<file path="src/rtl/core/dmc_ram.sv">
// Generic single-write, single-read synchronous RAM with registered read.
// No dependencies.
module dmc_ram #(
    parameter int WIDTH = 8,
    parameter int DEPTH = 16,
    localparam int AW = (DEPTH > 1) ? $clog2(DEPTH) : 1
) (
    input  logic             clk,
    input  logic             we,
    input  logic [AW-1:0]    waddr,
    input  logic [WIDTH-1:0] wdata,
    input  logic [AW-1:0]    raddr,
    output logic [WIDTH-1:0] rdata
);

    logic [WIDTH-1:0] mem [0:DEPTH-1];

    always_ff @(posedge clk)
    begin
        if (we)
        begin
            mem[waddr] <= wdata;
        end
        rdata <= mem[raddr];
    end

endmodule

</file>
<file path="config.mk">
export PLATFORM = sky130hd
export DESIGN_NAME = dmc_ram
export DESIGN_NICKNAME = d
export VERILOG_FILES = /design/src/rtl/core/dmc_ram.sv
export SDC_FILE = /design/constraint.sdc
export NUM_CORES = 1
export LEC_CHECK = 0
export ABC_AREA = 1
export BUFFER_PORTS_ARGS = -buffer_cell sky130_fd_sc_hd__clkbuf_2
export CAP_MARGIN = 10
export CORE_ASPECT_RATIO = 0.9
export CORE_MARGIN = 10
export CORE_UTILIZATION = 40
export CTS_CLUSTER_DIAMETER = 40
export DETAILED_ROUTE_END_ITERATION = 8
export SKIP_CTS_REPAIR_TIMING = 1
export SYNTH_ARGS = -nofsm -noshare
export SYNTH_HDL_FRONTEND = slang
export SYNTH_SLANG_ARGS = --single-unit
</file>
<file path="constraint.sdc">
create_clock -name clk -period 3 [get_ports clk]
set_input_delay 0.15 -clock clk [delete_from_list [all_inputs] [get_ports clk]]
set_output_delay 0.15 -clock clk [all_outputs]
set_load 0.005 [all_outputs]
</file>
# Word level (Yosys, flattened, before mapping)
# Memory sizes are Yosys's and may differ from the RTL's. A register that Yosys moved wholly into a read port is not among the register bits.
# Cells that the tools add are included.
# word_totals
regBits	0
n_memories	1
elab_cells	3
inputBits	18
ram_bits	128
# op_classes
mux	2
# mem_list
memory	depth	word_bits	read_ports	rd_clocked_by_memory_dff	write_ports	line	source
mem	16	8	1	1	1	16	logic [WIDTH-1:0] mem [0:DEPTH-1];
# op_table
cell	count
two-way mux 1 bit	2

# Depth between registers and ports, before layout
# depth
depth_word	2
mapped_depth	8
depth_no_buf	7

# Least setup slack after synthesis
# No wires, ideal clock.
# synth_timing
path_kind	input port to flip-flop
from	input waddr[2]
to	memory mem[10][0] (enable)
slack_ns	1.899
t_required_ns	2.630
path_stages	2
arrival_time_ns	0.731
cell_sequence	nand3b_1 -> nor2_1
# synth_rtl
item	line	source
start: declaration	10	input logic [AW-1:0] waddr,
end: declaration	16	
# No word-level cell before the write port.

==> summary.md <==
| Metric | Value |
|---|---|
| Pwr per Cell Area | 695 mW/mm2 |
| Slew Limit Fails | 0 |
| Htree depth | 4 |
| Post-place setup slack | 1.09 ns |
| Syn nets | 569 |
| Crit path kind | in -> reg |
| CTS sink cnt | 136 |
| Die area | 0.0196 mm2 |
| Hold Vio Cnt, Final | 0 |
| Slew HR | 0.446 |
| Avg Vias per Cell | 4.73 |
| Crit Path Max Fanout | 33 |
| Io pins | 26 |
| Die W | 147 um |
| Global-route usage over all layers | 0.133 |
| Most used cell, CP | nand3_1 |
| Worst vdd ir | 0.401 mV |
| Fin crit share | 0.502 |
| First-pass GRT wire length | 20.0 mm |
| Tmin final | 1.51 ns |
| Worst Skew | 0.00588 ns |
| Max Cap Viol | 0 |
| Largest net degree at the start of global routing | 65 |
| Post-place instance area | 0.00599 mm2 |
| Ant. Diodes | 0 |
| Leakage | 0.00284 uW |
| Number of synthesized register bits | 136 |
| Initial antenna violation count | 0 |
| Critical Path Max Stage Delay | 0.60 ns |
| Gr ovfl total | 0 |
| Root Buffer | clkbuf_16 |
| IO buf count | 25 |
| Worst setup SP type | input port |
| Post-Synthesis Cells | 551 |
| Ranking of synthesized cells by area | edfxtp_1 67%, nand2_1 11%, nand3_1 8.4% |
| Routed wire length | 12.8 mm |
| Die height | 134 um |
| Outcome | finished clean |
| Yosys top cell area share | 0.667 |
| Drt first-iter violations | 358 |
| DP HPWL | 7.78 mm |
| Worst Path Arrival | 1.81 ns |
| Fillers | 1299 |
| CP max-delay cell | clkbuf_2 |
| Cells along the critical path | clkbuf_2 > inv_2 > nand3_1 > nand3_1 > nand3_1 > nand2_1 |
| Multi-input combinational cell area | 0.00121 mm2 |
| Syn. warnings | 0 |
| Hold Crit Class | in -> reg |
| Worst slew pin tran | 0.828 ns |
| Worst Setup End Kind | register |
| Final instance area | 0.00662 mm2 |
| Final WS setup | 1.49 ns |
| Core Rows | 41 |
| Core ar. | 0.0141 mm2 |
| CTS Buf Count | 17 |
| Fin Setup TNS | 0 ns |
| Register area share after synthesis | 0.694 |
| Share of cells above drive strength 1 | 0.101 |
| Avg WL per Cell | 16.4 um |
| Syn Area/Cell | 10.5 um2 |
| Fmax | 0.663 GHz |
| First-pass DRT Iterations | 5 |
| Worst-path clk slew | 0.06 ns |
| Number of global-route vias before repair | 3543 |
| Worst-Skew Late Latency | 0.41 ns |
| Nets@finish | 592 |
| Netlist Area Pre-Place | 0.00577 mm2 |
| RD Place Congestion | 0.812 |
| Biggest area consumer among synthesized cells | edfxtp_1 |
| Detail Route Antenna Nets | 0 |
| Drt drc | 0 |
| FF+latch area | 0.00400 mm2 |
| Critical Path RT | 3.30 ns |
| Setup violators final | 0 |
| Cell variety after synth | 12 |
| Initial Utilization | 0.410 |
| Clock Path Buffers | 2 |
| RSZ-0062 raised after global routing | no |
| Via count | 3691 |
| CTS tree | built |
| Area Growth Syn to Fin | 14.8% |
==> area by class of cell <==
class / count / share of cell area
Multi-Input combinational cell: 289 / 0.183
Tap cell: 193 / 0.0365
Clock buffer: 17 / 0.0642
Sequential cell: 136 / 0.605
Clock inverter: 15 / 0.0314
Timing Repair Buffer: 28 / 0.0223
Inverter: 102 / 0.0578
==> path summary, 6_finish.rpt <==
| check | startpoint | endpoint | slack, ns | cells after the start |
|---|---|---|---|---|
| min reg2reg | mem[14][3]$_DFFE_PP_ | rdata[3]$_DFF_P_ | 0.68 | 6 |
| min | raddr[3] | rdata[7]$_DFF_P_ | 0.15 | 3 |
| max reg2reg | mem[1][0]$_DFFE_PP_ | rdata[0]$_DFF_P_ | 1.93 | 6 |
| max | raddr[1] | rdata[3]$_DFF_P_ | 1.49 | 6 |
==> layout by cell type, fill, tap and decap left out, drive strengths merged <==
master,count
buf,3
bufinv,5
clkbuf,42
clkinv,7
clkinvlp,3
dfxtp,8
edfxtp,128
inv,102
nand2,173
nand3,97
nand3b,2
nor2,17
==> critical path: cells and delay by family <==
| kind | cells | cell delay, ns |
|---|---|---|
| buffers and inverters | 2 | 1.07 |
| AND/OR/NAND/NOR | 4 | 0.57 |
==> registers in the layout, summed over array words and instances (netlist names) <==
name and cells:
mem 128, rdata 8
==> synth_stat cells (all sizes together) <==
cell	instances
edfxtp	128
nor2	17
nand3	97
buf	24
inv	102
nand2	173
dfxtp	8
nand3b	2
==> layer usage <==
layer	vias up	part of all wire	track usage	wire length (um)
met3	10	0.066	0.0414	845
li1	1823	-	-	-
met4	0	0.0088	0.0400	112
met2	135	0.46	0.204	5820
met1	1723	0.47	0.177	6000
met5	-	0	0	0
==> stage by stage <==
| stage | utilization | std cells | total power [uW] | hold slack, ns |
|---|---|---|---|---|
| 6_report | 0.471 | 780 | 4600 | 0.146 |
| 5_1_grt | 0.471 | 780 | 4750 | 0.146 |
| 4_1_cts | 0.471 | 780 | 4630 | 0.127 |
| 3_5_place_dp | 0.426 | 748 | 2430 | 0.532 |
| 3_3_place_gp | 0.426 | 748 | 2420 | 0.534 |
| 2_1_floorplan | - | 551 | 2320 | 0.249 |
==> report_power, final <==
group / internal (uW) / switching (uW) / total [uW]
Combinational: 67.0 / 180 / 247
Sequential: 2130 / 13.5 / 2140
Clock: 1460 / 754 / 2210
==> cells by family after synthesis <==
group | Yosys count | share of synthesized area
and+or+nand+nor | 289 | 0.210
DFF | 136 | 0.694
buffers and inverters | 126 | 0.0952
(Power assumes the default switching activity.)
