File: src/rtl/core/dmc_pkg.sv
// Shared widths, defaults and the statistics control type of the
// direct-mapped read cache. No dependencies.
package dmc_pkg;

    localparam int ADDR_W     = 10;
    localparam int DATA_W     = 8;
    localparam int LINE_OUT_W = 2;
    localparam int TAG_OUT_W  = 5;
    localparam int MISS_W     = 16;
    localparam int TIME_W     = 32;

    localparam int MEM_BYTES_DEF  = 1024;
    localparam int NUM_LINES_DEF  = 4;
    localparam int LINE_BYTES_DEF = 8;

    localparam logic [TIME_W-1:0] LOOKUP_COST = TIME_W'(10);

    // one lookup's worth of bookkeeping; a miss also bumps the miss count
    typedef struct packed {
        logic count_miss;
        logic count_lookup;
    } stats_ctl_t;

endpackage

File: src/rtl/core/dmc_stats.sv
// Saturating miss and elapsed-time counters of the cache.
// Depends on dmc_pkg.
module dmc_stats (
    input  logic                        clk,
    input  logic                        rst_n,
    input  dmc_pkg::stats_ctl_t         ctl,
    output logic [dmc_pkg::MISS_W-1:0]  miss_next,
    output logic [dmc_pkg::TIME_W-1:0]  time_next
);
    import dmc_pkg::*;

    logic [MISS_W-1:0] miss_reg;
    logic [TIME_W-1:0] time_reg;
    logic              add_time;

    // miss and plain lookup never come in the same cycle
    assign add_time = ctl.count_miss || ctl.count_lookup;

    always_comb
    begin
        miss_next = miss_reg;
        if (ctl.count_miss && (miss_reg != '1))
        begin
            miss_next = miss_reg + MISS_W'(1);
        end
        time_next = time_reg;
        if (add_time)
        begin
            if (time_reg > ('1 - LOOKUP_COST))
            begin
                time_next = '1;
            end
            else
            begin
                time_next = time_reg + LOOKUP_COST;
            end
        end
    end

    always_ff @(posedge clk or negedge rst_n)
    begin
        if (!rst_n)
        begin
            miss_reg <= '0;
            time_reg <= '0;
        end
        else
        begin
            miss_reg <= miss_next;
            time_reg <= time_next;
        end
    end

endmodule

File: config.mk
export PLATFORM = sky130hd
export DESIGN_NAME = dmc_stats
export DESIGN_NICKNAME = d
export VERILOG_FILES = /design/src/rtl/core/dmc_pkg.sv /design/src/rtl/core/dmc_stats.sv
export SDC_FILE = /design/constraint.sdc
export NUM_CORES = 1
export LEC_CHECK = 0
export BUFFER_PORTS_ARGS = -buffer_cell sky130_fd_sc_hd__buf_2
export CELL_PAD_IN_SITES_DETAIL_PLACEMENT = 1
export CELL_PAD_IN_SITES_GLOBAL_PLACEMENT = 1
export CORE_MARGIN = 2
export CORE_UTILIZATION = 37
export CTS_CLUSTER_DIAMETER = 150
export DETAILED_ROUTE_END_ITERATION = 8
export HOLD_SLACK_MARGIN = 0.08
export PLACE_DENSITY_LB_ADDON = 0.1
export SLEW_MARGIN = 15
export SYNTH_ARGS = -nofsm -noshare
export SYNTH_HDL_FRONTEND = slang
export SYNTH_SLANG_ARGS = --single-unit
File: constraint.sdc
create_clock -name clk -period 1.8 [get_ports clk]
set_clock_uncertainty 0.1 [all_clocks]
set_input_delay 0.18 -clock clk [delete_from_list [all_inputs] [get_ports clk]]
set_output_delay 0.18 -clock clk [all_outputs]
set_load 0.05 [all_outputs]
==> results of run 1 <==
## synth_stat cells
cell       count  share of area, %
nor4_2         1              0.51
nand4_1       13               3.3
nand3_4        1              0.72
nor4b_2        1              0.62
o21ai_0        6               1.2
and3_1         7               1.8
a31oi_1        1              0.26
a21oi_1        4              0.82
and2_1         4               1.0
nand2b_1       1              0.26
o32a_1         1              0.41
inv_1          6              0.92
nor2_1        23               3.5
nand4bb_1      1              0.46
or3b_4         1              0.46
nor4_1         5               1.3
buf_4          2              0.62
and4_4         1              0.46
nand3_1       12               2.5
nor3_1         7               1.4
dfrtp_1       48                49
nor2b_1        1              0.26
ha_1           2               1.0
o221a_2        1              0.46
a21o_1         1              0.31
o211ai_4       1              0.87
nand2b_4       1              0.56
a22oi_1        2              0.62
or2_2          1              0.26
a31o_2         1              0.36
mux2_2         3               1.4
and4_1         5               1.8
buf_6          3               1.4
xor2_1        12               4.3
nand2_1       38               5.8
nor3_2         1              0.41
xnor2_1       23               8.3
## through the flow
step	utilization (%)	hold slack, ns
after global placement	60.7	0.0894
after detailed placement	60.7	0.0930
after floorplan	-	-0.216
## cells by family after synthesis
family | after synthesis
buffers and inverters | 11
AND/OR/NAND/NOR | 125
adder cells (fa/ha/maj) | 2
multiplexers | 3
XOR/XNOR | 35
AO/OA/AOI/OAI | 18
flip-flops | 48
==> results by group, run 1 <==
Status
  – Status: stopped before the end
  – Stop stage: 4_1_cts
  – Tool error: [ERROR DPL-0033] detailed placement checks failed during check placement.

Logic synthesis
  – Post-synthesis simple-gate area fraction: 27.5%
  – Mapped Nets: 248
  – Compound-Gate Fraction of Synth Area: between 5 and 6%
  – Avg Inst Size Synth: 10.1 sq um
  – Distinct cells, synth: 37
  – Post-synthesis adder-cell area fraction: under 10%
  – YS warnings: 0
  – Post-synth design cell area: 0.00244 sq mm
  – XOR/XNOR share of the synthesized area: about an eighth
  – Cell count after synthesis: 242
  – Largest family of logic cells by synthesized area: simple AND/OR/NAND/NOR gates
  – Mux share of post-synthesis cell area: 1.39%
  – Sequential share of the synthesized area: between 40% and 50%
  – Synthesized flop and latch total: 48

CTS
  – Num Clock Sinks: 48
  – Clock root buffer: clkbuf_8
  – Post_cts resized: 184
  – Htree depth: 2
  – Total setup buffers inserted after CTS: 29
  – Total CTS buffers: 5
  – CTS Hold Bufs: 1
  – Clock Tree Buf Depth: 2

Floorplan
  – Die H: 85.2 um
  – Num rows: 29
  – Initial Utilization: 38.4%
  – Chip width: ~85 um
  – I/O pin count: 52

Placed design
  – Port buffer count: 51
  – Pre-CTS setup slack: -0.377 ns
  – Post-DP Area: 0.00385 sq mm
  – Placed Cells incl. Taps: 452
  – Gpl congestion: 0.766
  – Detail Placement HPWL: about 5800 um
==> run 2: changes to the inputs <==
- CELL_PAD_IN_SITES_DETAIL_PLACEMENT: 1 -> unset
- CELL_PAD_IN_SITES_GLOBAL_PLACEMENT: 1 -> unset
- CORE_UTILIZATION: 37 -> 24
- CTS_CLUSTER_DIAMETER: 150 -> unset
- HOLD_SLACK_MARGIN: 0.08 -> unset
- PLACE_DENSITY_LB_ADDON: 0.1 -> 0.15
- clock period: 1.8 -> 2.3 ns (I/O delays scaled with it)
==> results by group, run 2 <==
Status
  – Status: complete, but fails checks (was stopped before the end)
  – Failing checks: negative setup slack

Logic synthesis
  – Prevailing post-synth register cell: dfrtp_1 (unchanged)
  – Avg Inst Size Synth: 10.1 sq um (unchanged)
  – Sequential share of the synthesized area: 49.3% (unchanged)
  – Post-synth design cell area: 0.00244 sq mm (unchanged)
  – Synthesized flop and latch total: 48 (unchanged)
  – Top cells by count, synth: dfrtp_1, nand2_1, nor2_1, xnor2_1, nand4_1 (unchanged)
  – Mapped Nets: 248 (unchanged)
  – Synth top area share: 49.3% (unchanged)
  – Synth area leaders: dfrtp_1, xnor2_1, nand2_1, xor2_1, nor2_1 (unchanged)
  – Async set or reset register ratio after synthesis: 100% (unchanged)
  – Distinct cells, synth: 37 (unchanged)
  – Dominant cell type by area after synthesis: dfrtp_1 (unchanged)
  – Number of synthesized flops with an enable pin: 0 (unchanged)
  – Cell count after synthesis: 242 (unchanged)
  – YS warnings: 0 (unchanged)
  – Most common cell in the netlist: dfrtp_1 (unchanged)

Routing
  – Avg WL per Cell: around 14 um
  – Wl on met1: 3000 um
  – DR WL met2: 3420 um
  – Detail Route Antenna Nets: 0
  – Final wirelength: 6850 um
  – Vias: 2,173
  – DRC Markers: 0
  – First drt pass iteration count: 4
  – Initial DRC Count: 29
  – DR top layer: met4
  – DR vias/cell: roughly 4.5
  – WL met3: approximately 380 um

Power
  – Clock Power Share: 17.0%
  – P_leak: ~1.9 nW
  – Power Dens Cells: 1010 mW/mm^2
  – Power Total: 4.26 mW
  – Sw frac: 43.6%
  – Psw: 1.86 mW
  – Combinational share of power: 56.0%
  – Internal: 2.40 mW
  – Peak supply drop: 0.833 mV
  – Sequential fraction of design power: 26.9%

Placed design
  – Detail Placement HPWL: 4620 um (was 5840 um)
  – Gpl congestion: 0.723 (was 0.766)
  – Port buffer count: 51 (unchanged)
  – Pre-CTS setup slack: 0.0416 ns (was -0.377 ns)
  – Placed Cells incl. Taps: 444 (was 452)

Floorplan
  – Chip width: 105 um (was 85.2 um)
  – Die H: 105 um (was 85.2 um)
  – Die footprint: 0.0110 sq mm
  – Core box area: 0.00982 sq mm
  – Num rows: 36 (was 29)
  – I/O pin count: 52 (unchanged)
  – Initial Utilization: 24.8% (was 38.4%)

STA
  – RSZ-0062 raised after global routing: yes
  – Fin crit share: 105%
  – Fmax: around 410 MHz
  – Slew Viols, Final: 0
  – Final hold violations: 0
  – Final setup vio count: 32
  – Fin crit period: 2.41 ns
  – Slew headroom: 62.3%
  – Worst-margin pin slew: approximately 0.57 ns
  – Final worst slack: -0.111 ns

Flow run
  – Max-cap viol count: 0

Worst setup path
  – Crit Path Max Fanout: 5
  – Reg-to-reg critical path endpoint: time_reg[20]$_DFF_PN0_
  – CP required: ~2 ns
  – R2R Setup Slk: about 0.39 ns
  – Critical Path Source Type: flop
  – RR Startpoint: time_reg[6]$_DFF_PN0_
  – Worst Setup End Kind: output pin
  – Critical path type: flop to output pin
  – Crit path DAT: 2.08 ns
  – Reg2reg path depth: 8

Finish
  – FF/Latch Area: 0.00120 sq mm
  – Layout cells sized above 1: between 50 and 60%
  – Ant diodes: 0
  – Most frequent cells in the layout: buf_4, dfrtp_1, buf_6
  – Max reg flops: 32
  – P&R area growth vs syn: 72.7%
  – Layout net count: 356
  – Fillers: 960
  – Leading cell type in the layout, fill and taps excluded: buf_4
  – Multi-input logic area: 0.00163 sq mm
  – Non-Filler Instances: 483

Min path
  – Hold path cells: 3
  – Hold EP: time_reg[2]$_DFF_PN0_
  – Worst hold path startpoint: ctl[0]
  – Min-Delay Path Class: primary input to flop

CTS
  – Clock latency at the later pin of the worst-skew pair: ~0.31 ns
  – Num Clock Sinks: 48 (unchanged)
  – Clock Tree Buf Depth: 2 (unchanged)
  – Clk slew on worst S/H paths: 0.09 ns
  – Total CTS buffers: 5 (unchanged)
  – Clock root buffer: clkbuf_8 (unchanged)
  – Htree depth: 2 (unchanged)
  – CTS tree: done

GRT
  – First-pass GRT wire length: about 11,000 um
  – Largest net degree at the start of global routing: 23
  – Gr usage total: around 13%
  – Grt ovf: 0
  – Vias in the first global route: 2,272
  – Initial antenna violation count: 0
## run 2: metal layers
| layer | vias to the layer above | GRT usage [%] |
|---|---|---|
| met4 | 0 | 2.86 |
| met3 | 7 | 4.05 |
| met5 | - | 0 |
| met1 | 1063 | 16.2 |
| met2 | 40 | 21.6 |
| li1 | 1063 | - |
## run 2: per-stage QoR
stage | utilization, % | cell area, sq um | setup TNS (ns) | hold WS (ns)
finish | 42.9 | 4210 | -1.35 | 0.319
detailed placement | 31.0 | 3040 | 0 | 0.163
global placement | 31.0 | 3040 | 0 | 0.161
CTS | 40.0 | 3930 | -1.15 | 0.320
global route | 42.9 | 4210 | -6.26 | 0.326
floorplan | - | 2470 | -0.617 | -0.166
## run 2: critical path, cell delays in order (launching register included)
cell and delay (ns):
dfrtp_1 0.38, buf_4 0.12, nand4_1 0.16, nor3_2 0.25
nand3_4 0.13, buf_4 0.17, nor2_2 0.09, mux2_4 0.32
buf_6 0.15
## run 2: worst max-delay path by stage
| stage | start | slack (ns) | cells after the start | endpoint |
|---|---|---|---|---|
| after detailed placement | time_reg[6]$_DFF_PN0_ | 0.04 | 6 | time_next[21] |
| final | time_reg[6]$_DFF_PN0_ | -0.11 | 8 | time_next[28] |
| after floorplan | time_reg[6]$_DFF_PN0_ | -0.11 | 5 | time_next[21] |
| after global placement | time_reg[1]$_DFF_PN0_ | 0.06 | 7 | time_next[31] |
| after global routing | time_reg[6]$_DFF_PN0_ | -0.26 | 7 | time_next[27] |
| after CTS | time_reg[2]$_DFF_PN0_ | -0.11 | 8 | time_next[27] |
## run 2: cells by family (layout without fill, tap and decap cells)
family,Yosys count,in the layout,synth area share (%)
simple gates,125,125,27.5
mux,3,3,1.39
compound gates,18,18,5.34
buf+inv,11,119,2.92
fa+ha+maj,2,2,1.03
xor+xnor,35,35,12.6
flops,48,48,49.3
## run 2: repair_timing
action                     CTS  global route
pin swaps                   20            24
setup buffers               16            14
hold buffers                 1             0
cloned                       1             0
hold endpoints to repair    20             0
resized for setup          169            44
setup endpoints to repair   45            46
## run 2: final cells by class
type / count / share of cell area, %
Clock buffer: 5 / 1.63
Clock inverter: 2 / 1.43
Inverter: 6 / 0.535
Multi-Input combinational cell: 183 / 38.7
Sequential cell: 48 / 28.6
Tap cell: 133 / 3.95
Timing Repair Buffer: 106 / 25.1
## run 2: power groups by stage
stage / Clock [mW] / Combinational [mW] / Sequential (mW)
finish: 0.726 / 2.39 / 1.15
global route: 0.800 / 2.53 / 1.17
CTS: 0.754 / 2.26 / 1.13
detailed placement: 0 / 1.62 / 1.16
global placement: 0 / 1.62 / 1.16
floorplan: 0 / 1.18 / 1.15
(Power assumes the default switching activity.)
==> run 3: changes to the inputs <==
- SETUP_SLACK_MARGIN: unset -> 0.15
==> results by group, run 3 (synthesis results as in run 2) <==
Status
  – Status: complete, but fails checks (unchanged)
  – Failing checks: negative setup slack (unchanged)

Worst setup path
  – Critical path type: flop to output pin (unchanged)
  – CP peak stage delay: 0.42 ns (was 0.38 ns)
  – Worst path bufs/invs: 3 (unchanged)
  – Crit Path Max Fanout: 6 (was 5)
  – Worst path slowest cell: dfrtp_1 (unchanged)
  – R2R Setup Slk: 0.05 ns (was 0.39 ns)
  – Worst-path cell chain: buf_4 > a21oi_4 > nor2_2 > nand3_4 > nand2b_4 > bufbuf_16 > nand2_2 > buf_8 (was buf_4 > nand4_1 > nor3_2 > nand3_4 > buf_4 > nor2_2 > mux2_4 > buf_6)
  – Worst Setup End Kind: output pin (unchanged)
  – Crit path DAT: 2.09 ns (was 2.08 ns)
  – CP required: 1.97 ns (about the same)
  – Reg2reg path depth: 12 (was 8)
  – Critical Path Source Type: flop (unchanged)
  – Cell family with most CP delay: simple AND/OR/NAND/NOR gates (unchanged)
  – RR Startpoint: time_reg[9]$_DFF_PN0_ (was time_reg[6]$_DFF_PN0_)
  – Reg-to-reg critical path endpoint: time_reg[19]$_DFF_PN0_ (was time_reg[20]$_DFF_PN0_)

CTS
  – Clock Tree Buf Depth: 2 (unchanged)
  – Total CTS buffers: 5 (unchanged)
  – Clock latency at the later pin of the worst-skew pair: 0.31 ns (about the same)
  – Num Clock Sinks: 48 (unchanged)
  – Clock root buffer: clkbuf_8 (unchanged)
  – Clk slew on worst S/H paths: 0.10 ns (was 0.09 ns)
  – Htree depth: 2 (unchanged)
  – CTS tree: done (unchanged)

Finish
  – P&R area growth vs syn: 94.3% (was 72.7%)
  – Most frequent cells in the layout: buf_4, buf_6, dfrtp_1 (was buf_4, dfrtp_1, buf_6)
  – Fillers: 914 (was 960)
  – Ant diodes: 0 (unchanged)
  – Final instance area: 0.00474 sq mm (was 0.00421 sq mm)
  – Max reg flops: 32 (unchanged)
  – Core Util, Final: 48.2% (was 42.9%)
  – Leading cell type in the layout, fill and taps excluded: buf_4 (unchanged)
  – Layout cells sized above 1: 62.3% (was 56.6%)
  – Layout net count: 390 (was 356)

Routing
  – DRC Markers: 0 (unchanged)
  – DR vias/cell: 4.40 (was 4.50)
  – First drt pass iteration count: 4 (unchanged)
  – Final wirelength: 7400 um (was 6850 um)
  – Avg WL per Cell: 14.3 um (was 14.2 um)
  – Vias: 2,281 (was 2,173)
  – Detail Route Antenna Nets: 0 (unchanged)
  – Initial DRC Count: 34 (was 29)

STA
  – RSZ-0062 raised after global routing: yes (unchanged)
  – Final hold violations: 0 (unchanged)
  – Final worst slack: -0.121 ns (was -0.111 ns)
  – Fin crit share: 105% (about the same)
  – Slew headroom: 64.5% (was 62.3%)
  – Final setup vio count: 28 (was 32)
  – Fin crit period: 2.42 ns (was 2.41 ns)
  – Fmax: 413 MHz (was 415 MHz)
  – Worst-margin pin slew: 0.533 ns (was 0.565 ns)
  – Slew Viols, Final: 0 (unchanged)

GRT
  – First-pass GRT wire length: 12,300 um (was 11,300 um)
  – Gr usage total: 14.0% (was 12.9%)
  – M2 GR Usage: 25.1% (was 21.6%)
  – Grt peak-use layer: met2 (unchanged)
  – M3 GR Usage: 3.56% (was 4.05%)
  – M1 GR Usage: 16.7% (was 16.2%)
  – Largest net degree at the start of global routing: 23 (unchanged)
  – Vias in the first global route: 2,521 (was 2,272)
  – Initial antenna violation count: 0 (unchanged)
  – Grt ovf: 0 (unchanged)

Power
  – Power Dens Cells: 961 mW/mm^2 (was 1010 mW/mm^2)
  – P_leak: 2.17 nW (was 1.88 nW)
  – Power Total: 4.55 mW (was 4.26 mW)
  – Peak supply drop: 1.04 mV (was 0.833 mV)

Floorplan
  – I/O pin count: 52 (unchanged)
  – Num rows: 36 (unchanged)
  – Die H: 105 um (unchanged)
  – Chip width: 105 um (unchanged)
  – Core box area: 0.00982 sq mm (unchanged)
  – Initial Utilization: 24.8% (unchanged)
  – Die footprint: 0.0110 sq mm (unchanged)

Placed design
  – Detail Placement HPWL: 4770 um (was 4620 um)
  – Gpl congestion: 0.776 (was 0.723)
  – Pre-CTS setup slack: 0.0357 ns (was 0.0416 ns)
  – Post-DP Area: 0.00317 sq mm (was 0.00304 sq mm)
  – Port buffer count: 51 (unchanged)

Min path
  – Hold EP: miss_reg[2]$_DFF_PN0_ (was time_reg[2]$_DFF_PN0_)
  – Worst hold path startpoint: ctl[1] (was ctl[0])
  – Hold path cells: 3 (unchanged)
  – Min-Delay Path Class: primary input to flop (unchanged)

Flow run
  – Max-cap viol count: 0 (unchanged)
[run 3: how the worst max path moves through the flow]
stage                            from       endpoint  slack [ns]  depth (start not counted)
5_1_grt         time_reg[7]$_DFF_PN0_  time_next[23]       -0.31                          8
6_report        time_reg[2]$_DFF_PN0_  time_next[14]       -0.12                          8
2_1_floorplan   time_reg[6]$_DFF_PN0_  time_next[21]       -0.11                          5
4_1_cts        time_reg[11]$_DFF_PN0_  time_next[14]       -0.13                          7
3_5_place_dp    time_reg[1]$_DFF_PN0_  time_next[27]        0.04                          7
3_3_place_gp    time_reg[1]$_DFF_PN0_  time_next[31]        0.04                          7
[run 3: stage by stage]
stage	cells	hold slack [ns]	TNS, ns
6_report	518	0.252	-1.59
5_1_grt	518	0.260	-7.43
4_1_cts	505	0.210	-1.67
3_5_place_dp	449	0.153	0
3_3_place_gp	449	0.152	0
2_1_floorplan	242	-0.166	-0.617
[run 3: final cells by class]
cell class	count	area [sq um]	area share, %
Multi-Input combinational cell	183	1780	37.6
Timing Repair Buffer	140	1440	30.5
Sequential cell	48	1200	25.4
Tap cell	133	166	3.51
Clock buffer	6	82.6	1.74
Clock inverter	2	38.8	0.819
Inverter	6	22.5	0.475
[run 3: tightest hold or removal path, cell delays in order]
cell and delay, ns:
buf_2 0.17, a21oi_1 0.15, nor2_1 0.07
[run 3: power by group]
| part | switching (mW) | total (mW) | internal (mW) |
|---|---|---|---|
| clock | 0.314 | 0.670 | 0.356 |
| sequential | 0.153 | 1.15 | 0.996 |
| combinational | 1.52 | 2.73 | 1.21 |
[run 3: timing repair]
item                                    CTS  global route
hold buffers                              1             0
hold endpoints to repair                 20             0
endpoints found under the setup margin   47            51
buffers inserted                         46            13
pin swaps                                39            25
gates resized for setup                 218            28
cloned                                    1             0
[run 3: layer usage]
layer	vias up	part of all wire (%)
met5	-	0
met4	0	0.72
met3	5	4.4
met2	39	52
met1	1112	42
li1	1125	-
==> run 4: changes to the inputs <==
- MAX_ROUTING_LAYER: unset -> met4
==> results by group, run 4 (synthesis results as in run 2) <==
Status
  – Status: complete, but fails checks (unchanged)
  – Failing checks: negative setup slack (unchanged)

GRT
  – First-pass GRT wire length: 12,300 um (about the same)
  – Gr usage total: 14.4% (was 14.0%)
  – Grt ovf: 0 (unchanged)
  – Largest net degree at the start of global routing: 23 (unchanged)
  – Initial antenna violation count: 0 (unchanged)
  – Vias in the first global route: 2,527 (was 2,521)

Worst setup path
  – Reg-to-reg critical path endpoint: time_reg[19]$_DFF_PN0_ (unchanged)
  – RR Startpoint: time_reg[9]$_DFF_PN0_ (unchanged)
  – CP required: 1.97 ns (about the same)
  – R2R Setup Slk: 0.05 ns (about the same)
  – Reg2reg path depth: 12 (unchanged)
  – Crit path DAT: 2.09 ns (about the same)
  – Critical path type: flop to output pin (unchanged)
  – Crit Path Max Fanout: 6 (unchanged)
  – Worst Setup End Kind: output pin (unchanged)
  – Critical Path Source Type: flop (unchanged)

Finish
  – Core Util, Final: 48.2% (unchanged)
  – Leading cell type in the layout, fill and taps excluded: buf_4 (unchanged)
  – Non-Filler Instances: 518 (unchanged)
  – Layout cells sized above 1: 62.3% (unchanged)
  – P&R area growth vs syn: 94.3% (unchanged)
  – Most frequent cells in the layout: buf_4, buf_6, dfrtp_1 (unchanged)
  – Layout net count: 390 (unchanged)
  – Fillers: 914 (unchanged)
  – Ant diodes: 0 (unchanged)
  – Max reg flops: 32 (unchanged)

STA
  – Worst-margin pin slew: 0.534 ns (was 0.533 ns)
  – Fmax: 413 MHz (about the same)
  – RSZ-0062 raised after global routing: yes (unchanged)
  – Setup TNS: -1.60 ns (was -1.59 ns)
  – Final setup vio count: 28 (unchanged)
  – Final hold violations: 0 (unchanged)
  – Fin crit period: 2.42 ns (about the same)
  – Slew Viols, Final: 0 (unchanged)
  – Fin crit share: 105% (about the same)
  – Slew headroom: 64.4% (was 64.5%)
  – Final worst slack: -0.121 ns (about the same)

CTS
  – Clock root buffer: clkbuf_8 (unchanged)
  – Clock Tree Buf Depth: 2 (unchanged)
  – Num Clock Sinks: 48 (unchanged)
  – Total CTS buffers: 5 (unchanged)
  – Clk slew on worst S/H paths: 0.10 ns (about the same)
  – Htree depth: 2 (unchanged)
  – Clock latency at the later pin of the worst-skew pair: 0.31 ns (about the same)
  – CTS tree: done (unchanged)

Floorplan
  – Die H: 105 um (unchanged)
  – Num rows: 36 (unchanged)
  – I/O pin count: 52 (unchanged)
  – Core box area: 0.00982 sq mm (unchanged)
  – Die footprint: 0.0110 sq mm (unchanged)
  – Initial Utilization: 24.8% (unchanged)
  – Chip width: 105 um (unchanged)

Routing
  – Final wirelength: 7390 um (was 7400 um)
  – DR top layer: met4 (unchanged)
  – Avg WL per Cell: 14.3 um (about the same)
  – Vias: 2,280 (was 2,281)
  – WL met3: 288 um (was 329 um)
  – First drt pass iteration count: 4 (unchanged)
  – Wl on met1: 3170 um (was 3140 um)
  – DR vias/cell: 4.40 (about the same)
  – DRC Markers: 0 (unchanged)
  – DR WL met2: 3880 um (was 3870 um)
  – Detail Route Antenna Nets: 0 (unchanged)
  – Initial DRC Count: 34 (unchanged)

Min path
  – Hold path cells: 3 (unchanged)
  – Min-Delay Path Class: primary input to flop (unchanged)
  – Worst hold path startpoint: ctl[1] (unchanged)
  – Hold EP: miss_reg[2]$_DFF_PN0_ (unchanged)

Placed design
  – Port buffer count: 51 (unchanged)
  – Gpl congestion: 0.787 (was 0.776)
  – Detail Placement HPWL: 4770 um (unchanged)
  – Placed Cells incl. Taps: 449 (unchanged)

Power
  – Peak supply drop: 1.04 mV (about the same)
  – P_leak: 2.17 nW (unchanged)
  – Power Dens Cells: 960 mW/mm^2 (was 961 mW/mm^2)
  – Power Total: 4.55 mW (about the same)

Flow run
  – Max-cap viol count: 0 (unchanged)
==> run 4: final cells by class <==
type,count,area [sq um],share of cell area (%)
multi-input combinational,183,1780,37.6
tap,133,166,3.51
inverter,6,22.5,0.475
clock inverter,2,38.8,0.819
timing repair buffer,140,1440,30.5
clock buffer,6,82.6,1.74
sequential,48,1200,25.4
==> run 4: critical path, stage by stage (launching register included) <==
cell and delay [ns]:
dfrtp_1 0.42, buf_4 0.16, a21oi_4 0.07, nor2_2 0.24
nand3_4 0.13, nand2b_4 0.22, bufbuf_16 0.29, nand2_2 0.08
buf_8 0.15
==> run 4: per-stage QoR <==
step / setup WS, ns / instance area [sq um] / hold WS, ns
floorplan: -0.111 / 2560 / -0.166
global placement: 0.0365 / 3170 / 0.152
detailed placement: 0.0357 / 3170 / 0.153
CTS: -0.133 / 4490 / 0.210
global route: -0.307 / 4740 / 0.260
finish: -0.121 / 4740 / 0.251
==> run 4: what timing repair did <==
action                                  CTS  global route
resized for setup                       218            28
endpoints found under the setup margin   47            51
cloned                                    1             0
endpoints found under the hold margin    20             0
pin swaps                                39            25
setup buffers                            46            13
hold buffers                              1             0
==> run 4: report_power, final <==
part	total, mW	switching (mW)	internal [mW]
Clock	0.668	0.312	0.356
Combinational	2.73	1.52	1.21
Sequential	1.15	0.153	0.996
==> run 4: worst max path at each step <==
stage	from	to	slack (ns)
floorplan	time_reg[6]$_DFF_PN0_	time_next[21]	-0.11
global placement	time_reg[1]$_DFF_PN0_	time_next[31]	0.04
detailed placement	time_reg[1]$_DFF_PN0_	time_next[27]	0.04
CTS	time_reg[11]$_DFF_PN0_	time_next[14]	-0.13
global route	time_reg[7]$_DFF_PN0_	time_next[23]	-0.31
finish	time_reg[2]$_DFF_PN0_	time_next[14]	-0.12
==> run 4: layer usage <==
metal	global-route usage (%)	vias up
li1	-	1124
met1	16.9	1110
met2	25.1	41
met3	3.18	5
met4	3.43	0
met5	-	-
